$ cat src/rtl/core/dsr_pkg.sv
// Shared types and constants for the single-wire humidity sensor reader.
// Holds the payload structs, the configuration struct and register indexes.
// No dependencies; every other file of the block imports this package.
`timescale 1ns / 1ps
`default_nettype none

package dsr_pkg;

  // Bits in one sensor frame: four data bytes and a checksum byte.
  localparam int FRAME_BITS = 40;

  localparam int WAKE_W    = 20;
  localparam int START_W   = 16;
  localparam int RELEASE_W = 8;
  localparam int PULSE_W   = 7;
  localparam int CFG_IDX_W = 3;
  localparam int CFG_DAT_W = 20;

  // Register indexes on the configuration port.
  localparam logic [CFG_IDX_W-1:0] CFG_WAKE_HIGH     = 3'd0;
  localparam logic [CFG_IDX_W-1:0] CFG_START_LOW     = 3'd1;
  localparam logic [CFG_IDX_W-1:0] CFG_RELEASE       = 3'd2;
  localparam logic [CFG_IDX_W-1:0] CFG_ONE_THRESHOLD = 3'd3;
  localparam logic [CFG_IDX_W-1:0] CFG_PULSE_TIMEOUT = 3'd4;

  // Register values after reset.
  localparam logic [WAKE_W-1:0]    WAKE_RST      = 20'd800000;
  localparam logic [START_W-1:0]   START_RST     = 16'd18000;
  localparam logic [RELEASE_W-1:0] RELEASE_RST   = 8'd30;
  localparam logic [PULSE_W-1:0]   THRESHOLD_RST = 7'd28;
  localparam logic [PULSE_W-1:0]   TIMEOUT_RST   = 7'd70;

  // The pulse counter saturates here.
  localparam logic [PULSE_W-1:0] PULSE_MAX = 7'd127;
  // Number of reply level phases skipped before bit timing starts.
  localparam logic [1:0] SKIP_PHASES = 2'd3;

  typedef struct packed {
    logic line_level;
    logic start_request;
  } dsr_in_t;

  typedef struct packed {
    logic       line_drive_low;
    logic       busy_res;
    logic       done_res;
    logic       read_ok;
    logic [7:0] humidity_int;
    logic [7:0] humidity_frac;
    logic [7:0] temp_int;
    logic [7:0] temp_frac;
  } dsr_out_t;

  typedef struct packed {
    logic [WAKE_W-1:0]    wake_high_ticks;
    logic [START_W-1:0]   start_low_ticks;
    logic [RELEASE_W-1:0] release_ticks;
    logic [PULSE_W-1:0]   one_threshold;
    logic [PULSE_W-1:0]   pulse_timeout;
  } dsr_cfg_t;

endpackage

`default_nettype wire

$ cat src/rtl/core/dsr_cfg_regs.sv
// Configuration register file of the sensor reader.
// Depends on dsr_pkg for the register struct, indexes and reset values.
`timescale 1ns / 1ps
`default_nettype none

module dsr_cfg_regs
  import dsr_pkg::*;
(
  input  wire logic                 clk,
  input  wire logic                 rst_n,
  input  wire logic                 wr_en,
  input  wire logic [CFG_IDX_W-1:0] wr_index,
  input  wire logic [CFG_DAT_W-1:0] wr_data,
  output dsr_cfg_t                  cfg
);

  dsr_cfg_t cfg_r;
  dsr_cfg_t cfg_nxt;

  always_comb begin
    cfg_nxt = cfg_r;
    if (wr_en) begin
      case (wr_index)
        CFG_WAKE_HIGH:     cfg_nxt.wake_high_ticks = wr_data[WAKE_W-1:0];
        CFG_START_LOW:     cfg_nxt.start_low_ticks = wr_data[START_W-1:0];
        CFG_RELEASE:       cfg_nxt.release_ticks   = wr_data[RELEASE_W-1:0];
        CFG_ONE_THRESHOLD: cfg_nxt.one_threshold   = wr_data[PULSE_W-1:0];
        CFG_PULSE_TIMEOUT: cfg_nxt.pulse_timeout   = wr_data[PULSE_W-1:0];
        default:           cfg_nxt = cfg_r;
      endcase
    end
  end

  always_ff @(posedge clk) begin
    if (!rst_n) begin
      cfg_r.wake_high_ticks <= WAKE_RST;
      cfg_r.start_low_ticks <= START_RST;
      cfg_r.release_ticks   <= RELEASE_RST;
      cfg_r.one_threshold   <= THRESHOLD_RST;
      cfg_r.pulse_timeout   <= TIMEOUT_RST;
    end else begin
      cfg_r <= cfg_nxt;
    end
  end

  assign cfg = cfg_r;

endmodule

`default_nettype wire

$ cat src/rtl/core/dsr_step.sv
// Read sequencer of the sensor reader: phase state, tick counters, frame shifter
// and the registered result of each tick. Depends on dsr_pkg.
`timescale 1ns / 1ps
`default_nettype none

module dsr_step
  import dsr_pkg::*;
(
  input  wire logic     clk,
  input  wire logic     rst_n,
  input  wire logic     step_en,
  input  wire dsr_in_t  item,
  input  wire dsr_cfg_t cfg,
  output dsr_out_t      res
);

  typedef enum logic [2:0] {
    PH_IDLE     = 3'd0,
    PH_WAKE     = 3'd1,
    PH_START    = 3'd2,
    PH_RELEASE  = 3'd3,
    PH_SKIP     = 3'd4,
    PH_WAITHIGH = 3'd5,
    PH_MEASURE  = 3'd6
  } phase_t;

  phase_t                phase_r, phase_nxt;
  logic [WAKE_W-1:0]     phase_ticks_r, phase_ticks_nxt;
  logic [PULSE_W-1:0]    pulse_ticks_r, pulse_ticks_nxt;
  logic [1:0]            skip_count_r, skip_count_nxt;
  logic [5:0]            bit_count_r, bit_count_nxt;
  logic [FRAME_BITS-1:0] frame_r, frame_nxt;
  logic                  last_level_r, last_level_nxt;
  dsr_out_t              res_r, res_nxt;

  logic [WAKE_W-1:0]     ticks_inc;
  logic [PULSE_W-1:0]    pulse_inc;
  logic [1:0]            skip_inc;
  logic [5:0]            bit_inc;
  logic [FRAME_BITS-1:0] frame_shift;
  logic [7:0]            sum4;
  logic                  done;
  logic                  ok;

  assign ticks_inc   = phase_ticks_r + 20'd1;
  assign pulse_inc   = (pulse_ticks_r < PULSE_MAX) ? pulse_ticks_r + 7'd1 : pulse_ticks_r;
  assign skip_inc    = skip_count_r + 2'd1;
  assign bit_inc     = bit_count_r + 6'd1;
  assign frame_shift = {frame_r[FRAME_BITS-2:0], (pulse_ticks_r > cfg.one_threshold)};
  // Checksum is the low byte of the sum of the four data bytes.
  assign sum4 = frame_shift[39:32] + frame_shift[31:24] + frame_shift[23:16]
              + frame_shift[15:8];

  always_comb begin
    phase_nxt       = phase_r;
    phase_ticks_nxt = phase_ticks_r;
    pulse_ticks_nxt = pulse_ticks_r;
    skip_count_nxt  = skip_count_r;
    bit_count_nxt   = bit_count_r;
    frame_nxt       = frame_r;
    last_level_nxt  = last_level_r;
    done            = 1'b0;
    ok              = 1'b0;

    case (phase_r)
      PH_IDLE: begin
        if (item.start_request) begin
          phase_nxt       = PH_WAKE;
          phase_ticks_nxt = '0;
          pulse_ticks_nxt = '0;
          skip_count_nxt  = '0;
          bit_count_nxt   = '0;
          frame_nxt       = '0;
        end
      end
      PH_WAKE: begin
        phase_ticks_nxt = ticks_inc;
        if (ticks_inc >= cfg.wake_high_ticks) begin
          phase_nxt       = PH_START;
          phase_ticks_nxt = '0;
        end
      end
      PH_START: begin
        phase_ticks_nxt = ticks_inc;
        if (ticks_inc >= {{(WAKE_W-START_W){1'b0}}, cfg.start_low_ticks}) begin
          phase_nxt       = PH_RELEASE;
          phase_ticks_nxt = '0;
        end
      end
      PH_RELEASE: begin
        phase_ticks_nxt = ticks_inc;
        if (ticks_inc >= {{(WAKE_W-RELEASE_W){1'b0}}, cfg.release_ticks}) begin
          phase_nxt       = PH_SKIP;
          phase_ticks_nxt = '0;
          last_level_nxt  = item.line_level;
          skip_count_nxt  = '0;
        end
      end
      PH_SKIP: begin
        if (item.line_level != last_level_r) begin
          last_level_nxt = item.line_level;
          skip_count_nxt = skip_inc;
          if (skip_inc >= SKIP_PHASES) begin
            skip_count_nxt = '0;
            phase_nxt      = PH_WAITHIGH;
          end
        end
      end
      PH_WAITHIGH: begin
        if (item.line_level) begin
          pulse_ticks_nxt = 7'd1;
          phase_nxt       = PH_MEASURE;
          if (7'd1 > cfg.pulse_timeout) begin
            done      = 1'b1;
            phase_nxt = PH_IDLE;
          end
        end
      end
      PH_MEASURE: begin
        if (item.line_level) begin
          pulse_ticks_nxt = pulse_inc;
          if (pulse_inc > cfg.pulse_timeout) begin
            done      = 1'b1;
            phase_nxt = PH_IDLE;
          end
        end else begin
          frame_nxt       = frame_shift;
          bit_count_nxt   = bit_inc;
          pulse_ticks_nxt = '0;
          if (bit_inc >= 6'(FRAME_BITS)) begin
            done      = 1'b1;
            phase_nxt = PH_IDLE;
            ok        = (frame_shift[7:0] == sum4) && (frame_shift[39:32] != 8'd0);
          end else begin
            phase_nxt = PH_WAITHIGH;
          end
        end
      end
      default: begin
        phase_nxt = PH_IDLE;
      end
    endcase

    res_nxt.line_drive_low = (phase_r == PH_START);
    res_nxt.busy_res       = (phase_nxt != PH_IDLE);
    res_nxt.done_res       = done;
    res_nxt.read_ok        = ok;
    res_nxt.humidity_int   = ok ? frame_shift[39:32] : 8'd0;
    res_nxt.humidity_frac  = ok ? frame_shift[31:24] : 8'd0;
    res_nxt.temp_int       = ok ? frame_shift[23:16] : 8'd0;
    res_nxt.temp_frac      = ok ? frame_shift[15:8]  : 8'd0;
  end

  always_ff @(posedge clk) begin
    if (!rst_n) begin
      phase_r       <= PH_IDLE;
      phase_ticks_r <= '0;
      pulse_ticks_r <= '0;
      skip_count_r  <= '0;
      bit_count_r   <= '0;
      frame_r       <= '0;
      last_level_r  <= 1'b1;
    end else if (step_en) begin
      phase_r       <= phase_nxt;
      phase_ticks_r <= phase_ticks_nxt;
      pulse_ticks_r <= pulse_ticks_nxt;
      skip_count_r  <= skip_count_nxt;
      bit_count_r   <= bit_count_nxt;
      frame_r       <= frame_nxt;
      last_level_r  <= last_level_nxt;
      res_r         <= res_nxt;
    end
  end

  assign res = res_r;

endmodule

`default_nettype wire

$ cat src/rtl/core/dht11_sensor_reader_unit.sv
// A tick transferred in passes through the input register, then the sequencer's
// result register, before it appears at the output.
// Throughput: one tick per cycle unless the output stalls; the sequencer's single
// update per tick sets this. Output stalls back up through the input register
// without losing a tick. Reset (rst_n low, synchronous) empties both stages,
// returns the sequencer to idle and loads the register defaults.
`timescale 1ns / 1ps
`default_nettype none

module dht11_sensor_reader_unit
  import dsr_pkg::*;
(
  input  wire logic                 clk,
  input  wire logic                 rst_n,
  // Tick channel.
  input  wire logic                 in_valid,
  output logic                      in_ready,
  input  wire dsr_in_t              in_data,
  // Result channel, one result per tick.
  output logic                      out_valid,
  input  wire logic                 out_ready,
  output dsr_out_t                  out_data,
  // Register write channel; always ready.
  input  wire logic                 cfg_valid,
  output logic                      cfg_ready,
  input  wire logic [CFG_IDX_W-1:0] cfg_index,
  input  wire logic [CFG_DAT_W-1:0] cfg_data
);

  logic     in_valid_r, in_valid_nxt;
  dsr_in_t  in_data_r;
  logic     out_valid_r, out_valid_nxt;
  logic     advance;
  dsr_cfg_t cfg;

  // A tick moves into the sequencer when the result register is empty or its
  // contents are being transferred out in the same cycle.
  assign advance  = in_valid_r && (!out_valid_r || out_ready);
  assign in_ready = !in_valid_r || advance;

  always_comb begin
    in_valid_nxt = in_valid_r;
    if (in_valid && in_ready) begin
      in_valid_nxt = 1'b1;
    end else if (advance) begin
      in_valid_nxt = 1'b0;
    end

    out_valid_nxt = out_valid_r;
    if (advance) begin
      out_valid_nxt = 1'b1;
    end else if (out_ready) begin
      out_valid_nxt = 1'b0;
    end
  end

  always_ff @(posedge clk) begin
    if (!rst_n) begin
      in_valid_r  <= 1'b0;
      out_valid_r <= 1'b0;
    end else begin
      in_valid_r  <= in_valid_nxt;
      out_valid_r <= out_valid_nxt;
    end
  end

  // Payload register of the input stage needs no reset.
  always_ff @(posedge clk) begin
    if (in_valid && in_ready) begin
      in_data_r <= in_data;
    end
  end

  assign cfg_ready = 1'b1;

  dsr_cfg_regs u_cfg_regs (
    .clk      (clk),
    .rst_n    (rst_n),
    .wr_en    (cfg_valid && cfg_ready),
    .wr_index (cfg_index),
    .wr_data  (cfg_data),
    .cfg      (cfg)
  );

  // The sequencer advances exactly once per tick, so its state stays frozen
  // while the output side stalls.
  dsr_step u_step (
    .clk     (clk),
    .rst_n   (rst_n),
    .step_en (advance),
    .item    (in_data_r),
    .cfg     (cfg),
    .res     (out_data)
  );

  assign out_valid = out_valid_r;

endmodule

`default_nettype wire

$ cat config.mk
export PLATFORM = sky130hd
export DESIGN_NAME = dht11_sensor_reader_unit
export DESIGN_NICKNAME = d
export VERILOG_FILES = /design/src/rtl/core/dsr_pkg.sv /design/src/rtl/core/dsr_cfg_regs.sv /design/src/rtl/core/dsr_step.sv /design/src/rtl/core/dht11_sensor_reader_unit.sv
export SDC_FILE = /design/constraint.sdc
export NUM_CORES = 1
export LEC_CHECK = 0
export BUFFER_PORTS_ARGS = -buffer_cell sky130_fd_sc_hd__buf_2
export CORE_ASPECT_RATIO = 0.7
export CORE_MARGIN = 3
export CORE_UTILIZATION = 55
export DETAILED_ROUTE_END_ITERATION = 6
export PLACE_DENSITY = 0.79
export REMOVE_ABC_BUFFERS = 1
export SYNTH_ARGS = -nofsm -noshare
export SYNTH_HDL_FRONTEND = slang
export SYNTH_SLANG_ARGS = --single-unit
$ cat constraint.sdc
create_clock -name clk -period 3.7 [get_ports clk]
set_input_delay 0.37 -clock clk [delete_from_list [all_inputs] [get_ports clk]]
set_output_delay 0.37 -clock clk [all_outputs]
set_load 0.01 [all_outputs]
Yosys cells after proc, flatten, opt, wreduce, memory -nomap -nowiden
Cells that the tools add are included.
W data, S select, Z words.
{ "totals": {"ff_bits": 176, "latch_bits": 0, "ram_bits": 0, "romBits": 0, "input_bits": 30, "out_inout_bits": 39, "word_cells": 135, "n_memories": 0} }
{ "classes": {"add_sub_neg": 7, "multipliers": 0, "div_mod_pow": 0, "n_lt_le_gt_ge": 9, "eq_ne": 17, "n_shift": 0, "muxes": 49, "bitwise_logic": 0, "n_reduce_logical": 29} }
{ "op_table": {"columns": ["op", "n"], "rows": [
  ["$mux W20", 4],
  ["$pmux W20 S4", 1],
  ["$mux W39", 2],
  ["$pmux W39 S2", 1],
  ["$mux W3", 11],
  ["$mux W7", 4],
  ["$add A8 B8 Y8", 3],
  ["$pmux W3 S7", 1],
  ["$pmux W7 S3", 1],
  ["$add A20 B1 Y20 const B", 1],
  ["$ge A20 B16 Y1", 1],
  ["$ge A20 B20 Y1", 1],
  ["$ge A20 B8 Y1", 1],
  ["$gt A7 B7 Y1", 2],
  ["$mux W1", 14],
  ["$eq A3 B2 Y1 const B", 4],
  ["$eq A3 B3 Y1 const B", 4],
  ["$mux W6", 2],
  ["$pmux W6 S2", 1],
  ["$reduce_and A2 Y1", 6],
  ["$reduce_and A4 Y1", 3],
  ["$reduce_bool A3 Y1", 3],
  ["$eq A8 B8 Y1", 1],
  ["$mux W2", 4],
  ["22 further kinds", 35]
]} }

Longest topological paths before layout
{ "depth": {"ltp_word": 8, "mapped_depth": 18, "ltp_nobuf": 15} }

Hierarchy
Synthesis repeated with hierarchy kept, for this count alone.
{ "unflattened": {"cells_unflattened": 1101, "area_unflattened_um2": 10085.9} }
{ "modules_own_cells": {"columns": ["module", "instances", "cells_per_inst", "area_per_inst_um2", "seq_area_each_um2"], "rows": [
  ["dsr_step", 1, 862, 7601.0, 2642.5],
  ["dsr_cfg_regs", 1, 226, 2309.7, 1161.1],
  ["dht11_sensor_reader_unit", 1, 13, 175.2, 100.1]
]} }

Worst setup path before layout
Ideal clock, no wire load.
{ "synth_timing": {"path_type": "reg2reg", "from": "register u_step.phase_ticks_r[4]", "to": "register u_step.phase_ticks_r[10]", "setup_ps": 126, "arrival_time_ps": 3470, "t_required_ps": 3574, "setup_slack_ps": 104, "stages_incl_launch_ff": 17, "n_path_buf": 1, "synth_period_minus_slack_ps": 3596, "path_cell_list": "dfxtp_1 buf_2 nand3_1 nor4_1 nand3_1 and2_1 or2_2 ha_1 a21oi_1 nand2_1 nand4_1 and4_1 a21o_1 o211ai_1 nand3_1 a41oi_1 a31oi_1"} }
{ "synth_via": {"elab_chain_cells": 4, "word_cells_on_any_way": 8, "cone_classes": "1 x add/sub; 3 x order compare; 4 x mux"} }
{ "synth_rtl": {"columns": ["element", "line", "source"], "rows": [
  ["start: declaration", "dsr_step.sv:28", "logic [WAKE_W-1:0] phase_ticks_r, phase_ticks_nxt;"],
  ["start signal: assignment", "dsr_step.sv:165", "phase_ticks_r <= phase_ticks_nxt;"],
  ["$add A20 B1 Y20 *", "dsr_step.sv:45", "assign ticks_inc = phase_ticks_r + 20'd1;"],
  ["$ge A20 B8 Y1 (tied with other cells)", "dsr_step.sv:92", "if (ticks_inc >= {{(WAKE_W-RELEASE_W){1'b0}}, cfg.release_ticks}) begin"],
  ["$mux W20, on equally long branches", "dsr_step.sv:92, dsr_step.sv:78, dsr_step.sv:85", null],
  ["$pmux W20 S4 *", "dsr_step.sv:65", "case (phase_r)"]
]} }
Mark *: on every way between the ends. The rest lies on a longest branch, timed or not.
A chain may end at the register's enable or synchronous reset.

Worst setup path after layout
{ "layout_timing": {"from": "register u_step.phase_ticks_r[0]", "to": "register u_step.phase_ticks_r[16]"} }
Same word-level chain as after synthesis.

==> metrics.txt <==
Total Die Area=19100 sq um; most frequently used flop master after synthesis=dfxtp_1; total count of max-transition violations in the final report=0; total power=0.00400 W; Vert. Die Dim=117 um; worst r2r src=u_step.phase_ticks_r[0]; number of cells produced by synthesis=1129; crit path capture type=register; number of diodes added for antenna fixing=0; clock insertion delay at the later pin of the skew report=440 ps; power density cells=348 nW/um^2; average wire length per cell after detail routing=18.1 um; Critical Path End=u_step.phase_ticks_r[16]; min setup slack post-route=-12.5 ps; max-capacitance violation count=0; total length of routed wires=26500 um; largest clock skew in the final design=13.4 ps; crit path DAT=4080 ps; count of unresolved DRC violations after routing=10; Cell variety after synth=65; fmax=269 MHz; Async SR Flop Fraction=0%; number of setup violations in the final report=2; number of buffers created by CTS=17; highest fanout seen on the critical path=5; maximum buffer depth of the clock tree=2; global-route wire length before repair=40600 um; Pleak=4.53 nW; count of clock tree sinks=176; critical path launch point=u_step.phase_ticks_r[0]; Clock H-tree levels=4; Syn. warnings=0; largest net degree at the start of global routing=102; minimum setup slack among reg-to-reg paths=-10 ps; transition time at the pin with the least slew margin=1120 ps; share of layout cells above drive strength 1=19.3%; area growth from synthesis to final layout=19.4%; violated checks=design-rule violations, negative setup slack; gr ovfl total=0; sum of negative setup slack=-20.4 ps; Post-Syn Area=9620 sq um; number of DRC markers in iteration 0=1161; reg-to-reg critical path endpoint=u_step.phase_ticks_r[16]; count of standard-cell rows=39; Buffers on Ports=67; sequential fraction of the synthesis area=40.6%; effective utilization at floorplan=57.5%; Hold Vio Cnt, Final=0; Avg Inst Size Synth=8.52 sq um; worst reg-to-reg path cell count=18; initial antenna violation count=0; total number of vias=8713; via count normalized by instance count=5.96; startpoint type of the worst setup path=register; die boundary width=164 um; type of the tightest min-delay check=in -> reg; peak supply drop=191 uV; DPL Wire Length=17200 um; TritonCTS clock tree=built; EDFF count, synth=38; Filler Cells Inserted=1317; WS Path Type=reg -> reg; number of global-route vias before repair=7859; placeable core area=16700 sq um; post-layout minimum cycle time=3710 ps; slew margin rel.=25.2%; I/O pin count=69; clock-pin slew on the worst setup and hold paths=70 ps; Synth Register Bits=176; antenna-violating nets left=0; placer congestion estimate=0.985; Final nets=1331; Root Driver=clkbuf_16; Total GRT Usage=26.6%; First-pass DRT Iterations=7; period utilization=100%; status=finished with violations; required time at the endpoint of the critical path=4070 ps
## synthesized netlist by cell type, types with 9 or more instances
cell / n / area, sq um
a21o_1: 10 / 75.1
a21oi_1: 119 / 596
and3_1: 12 / 75.1
clkbuf_1: 50 / 188
dfxtp_1: 138 / 2760
edfxtp_1: 38 / 1140
fa_1: 14 / 280
ha_1: 64 / 801
inv_1: 78 / 293
nand2_1: 184 / 691
nand3_1: 71 / 355
nand4_1: 18 / 113
nor2_1: 52 / 195
nor2b_1: 13 / 81.3
nor3_1: 23 / 115
nor3b_1: 26 / 195
nor4_1: 10 / 62.6
o211ai_1: 22 / 165
o21a_1: 9 / 67.6
o21ai_0: 22 / 110
xnor2_1: 24 / 210
xor2_1: 13 / 114
## critical path: stages (launching register included)
cell       delay, ps
dfxtp_4          380
nand4_1          220
nor4_4           430
nand3_2          150
buf_6            160
nor2_1           180
or2_4            180
ha_4             210
a21oi_4          170
nand2_2          100
o2111ai_2         90
and4_4           280
o2bb2ai_4        120
o211ai_1         160
buf_4            230
buf_6            130
a31oi_4          260
nand2_1           90
mux2i_1          120
## area by class of cell
| class | count | area, sq um | share of cell area (%) |
|---|---|---|---|
| timing repair buffer | 136 | 918 | 7.99 |
| inverter | 79 | 297 | 2.58 |
| clock buffer | 18 | 450 | 3.92 |
| tap | 225 | 282 | 2.45 |
| clock inverter | 14 | 105 | 0.915 |
| sequential | 176 | 3910 | 34.0 |
| multi-input combinational | 813 | 5530 | 48.1 |
## through the flow
step	std cells	hold slack, ps	cell area [sq um]	util, %	worst slack [ps]
after floorplan	1066	432	9350	-	-179
after global placement	1413	442	10400	62.3	-183
after detailed placement	1413	447	10400	62.3	-348
after CTS	1449	106	11000	66.0	7.97
after global routing	1461	102	11500	68.6	-122
final	1461	110	11500	68.6	-12.5
## state kept, by name (all words and copies together) (netlist names)
register / flops
u_cfg_regs.cfg: 58
in_data_r: 2
u_step.pulse_ticks_r: 7
u_step.bit_count_r: 6
u_step.phase_r: 3
out_valid: 1
u_step.res: 36
u_step.last_level_r: 1
u_step.frame_r: 39
u_step.skip_count_r: 2
in_valid_r: 1
u_step.phase_ticks_r: 20
## cells in the final DEF (no fill, tap or decap), types with 8 or more instances in the layout
master,instances
a22oi_1,8
nand2_1,182
clkbuf_16,19
nor2b_1,11
nand4_1,18
a31oi_1,8
nor3b_1,21
dfxtp_1,135
nor3_1,21
buf_4,60
buf_2,67
o21ai_0,19
a21oi_2,9
nor2_1,48
a21o_1,10
nand3_1,68
xnor2_1,22
xor2_1,11
o21a_1,9
o211ai_1,22
and3_1,10
edfxtp_1,38
fa_1,13
a21oi_1,109
inv_1,77
ha_1,61
## cells by family (layout without fill, tap and decap cells)
| kind of cell | Yosys count | after routing | synth area share (%) |
|---|---|---|---|
| AND/OR/NAND/NOR | 453 | 453 | 23.0 |
| AO/OA/AOI/OAI | 236 | 238 | 15.2 |
| flip-flops | 176 | 176 | 40.6 |
| buffers and inverters | 142 | 247 | 5.85 |
| adder cells (fa/ha/maj) | 78 | 78 | 11.2 |
| XOR/XNOR | 38 | 38 | 3.60 |
| multiplexers | 5 | 5 | 0.520 |
| other | 1 | 1 | 0.0390 |
## power by group
group	leakage, nW	internal [W]	switching (W)
clock network	0.275	0.000910	0.000812
logic	2.83	0.0000886	0.000174
registers	1.43	0.00199	0.0000239
## per-layer routing
| layer | part of all wire, % | vias up | wire [um] | global-route usage (%) |
|---|---|---|---|---|
| met2 | 42 | 429 | 11000 | 37.3 |
| met3 | 11 | 45 | 2840 | 6.42 |
| met4 | 1.5 | 0 | 384 | 6.48 |
| met1 | 46 | 4087 | 12200 | 40.8 |
| li1 | - | 4152 | - | - |
| met5 | 0 | - | 0 | 0 |
## how the worst min path moves through the flow
stage	slack (ps)	depth (start not counted)	start	end
floorplan	430	1	rst_n	u_step.last_level_r
global placement	440	2	u_cfg_regs.cfg[24]	u_cfg_regs.cfg[24]
detailed placement	450	2	u_cfg_regs.cfg[30]	u_cfg_regs.cfg[30]
CTS	110	1	in_data[0]	in_data_r[0]
global route	100	1	in_data[0]	in_data_r[0]
finish	110	1	in_data[0]	in_data_r[0]
## repair_timing
| action | CTS | global route |
|---|---|---|
| hold endpoints to repair | 0 | 0 |
| pin swaps | 3 | 29 |
| endpoints found under the setup margin | 21 | 58 |
| cloned | 1 | 2 |
| buffers inserted | 3 | 10 |
| hold buffers | 0 | 0 |
| gates resized for setup | 4 | 74 |
Power figures use the tool's default switching activity.
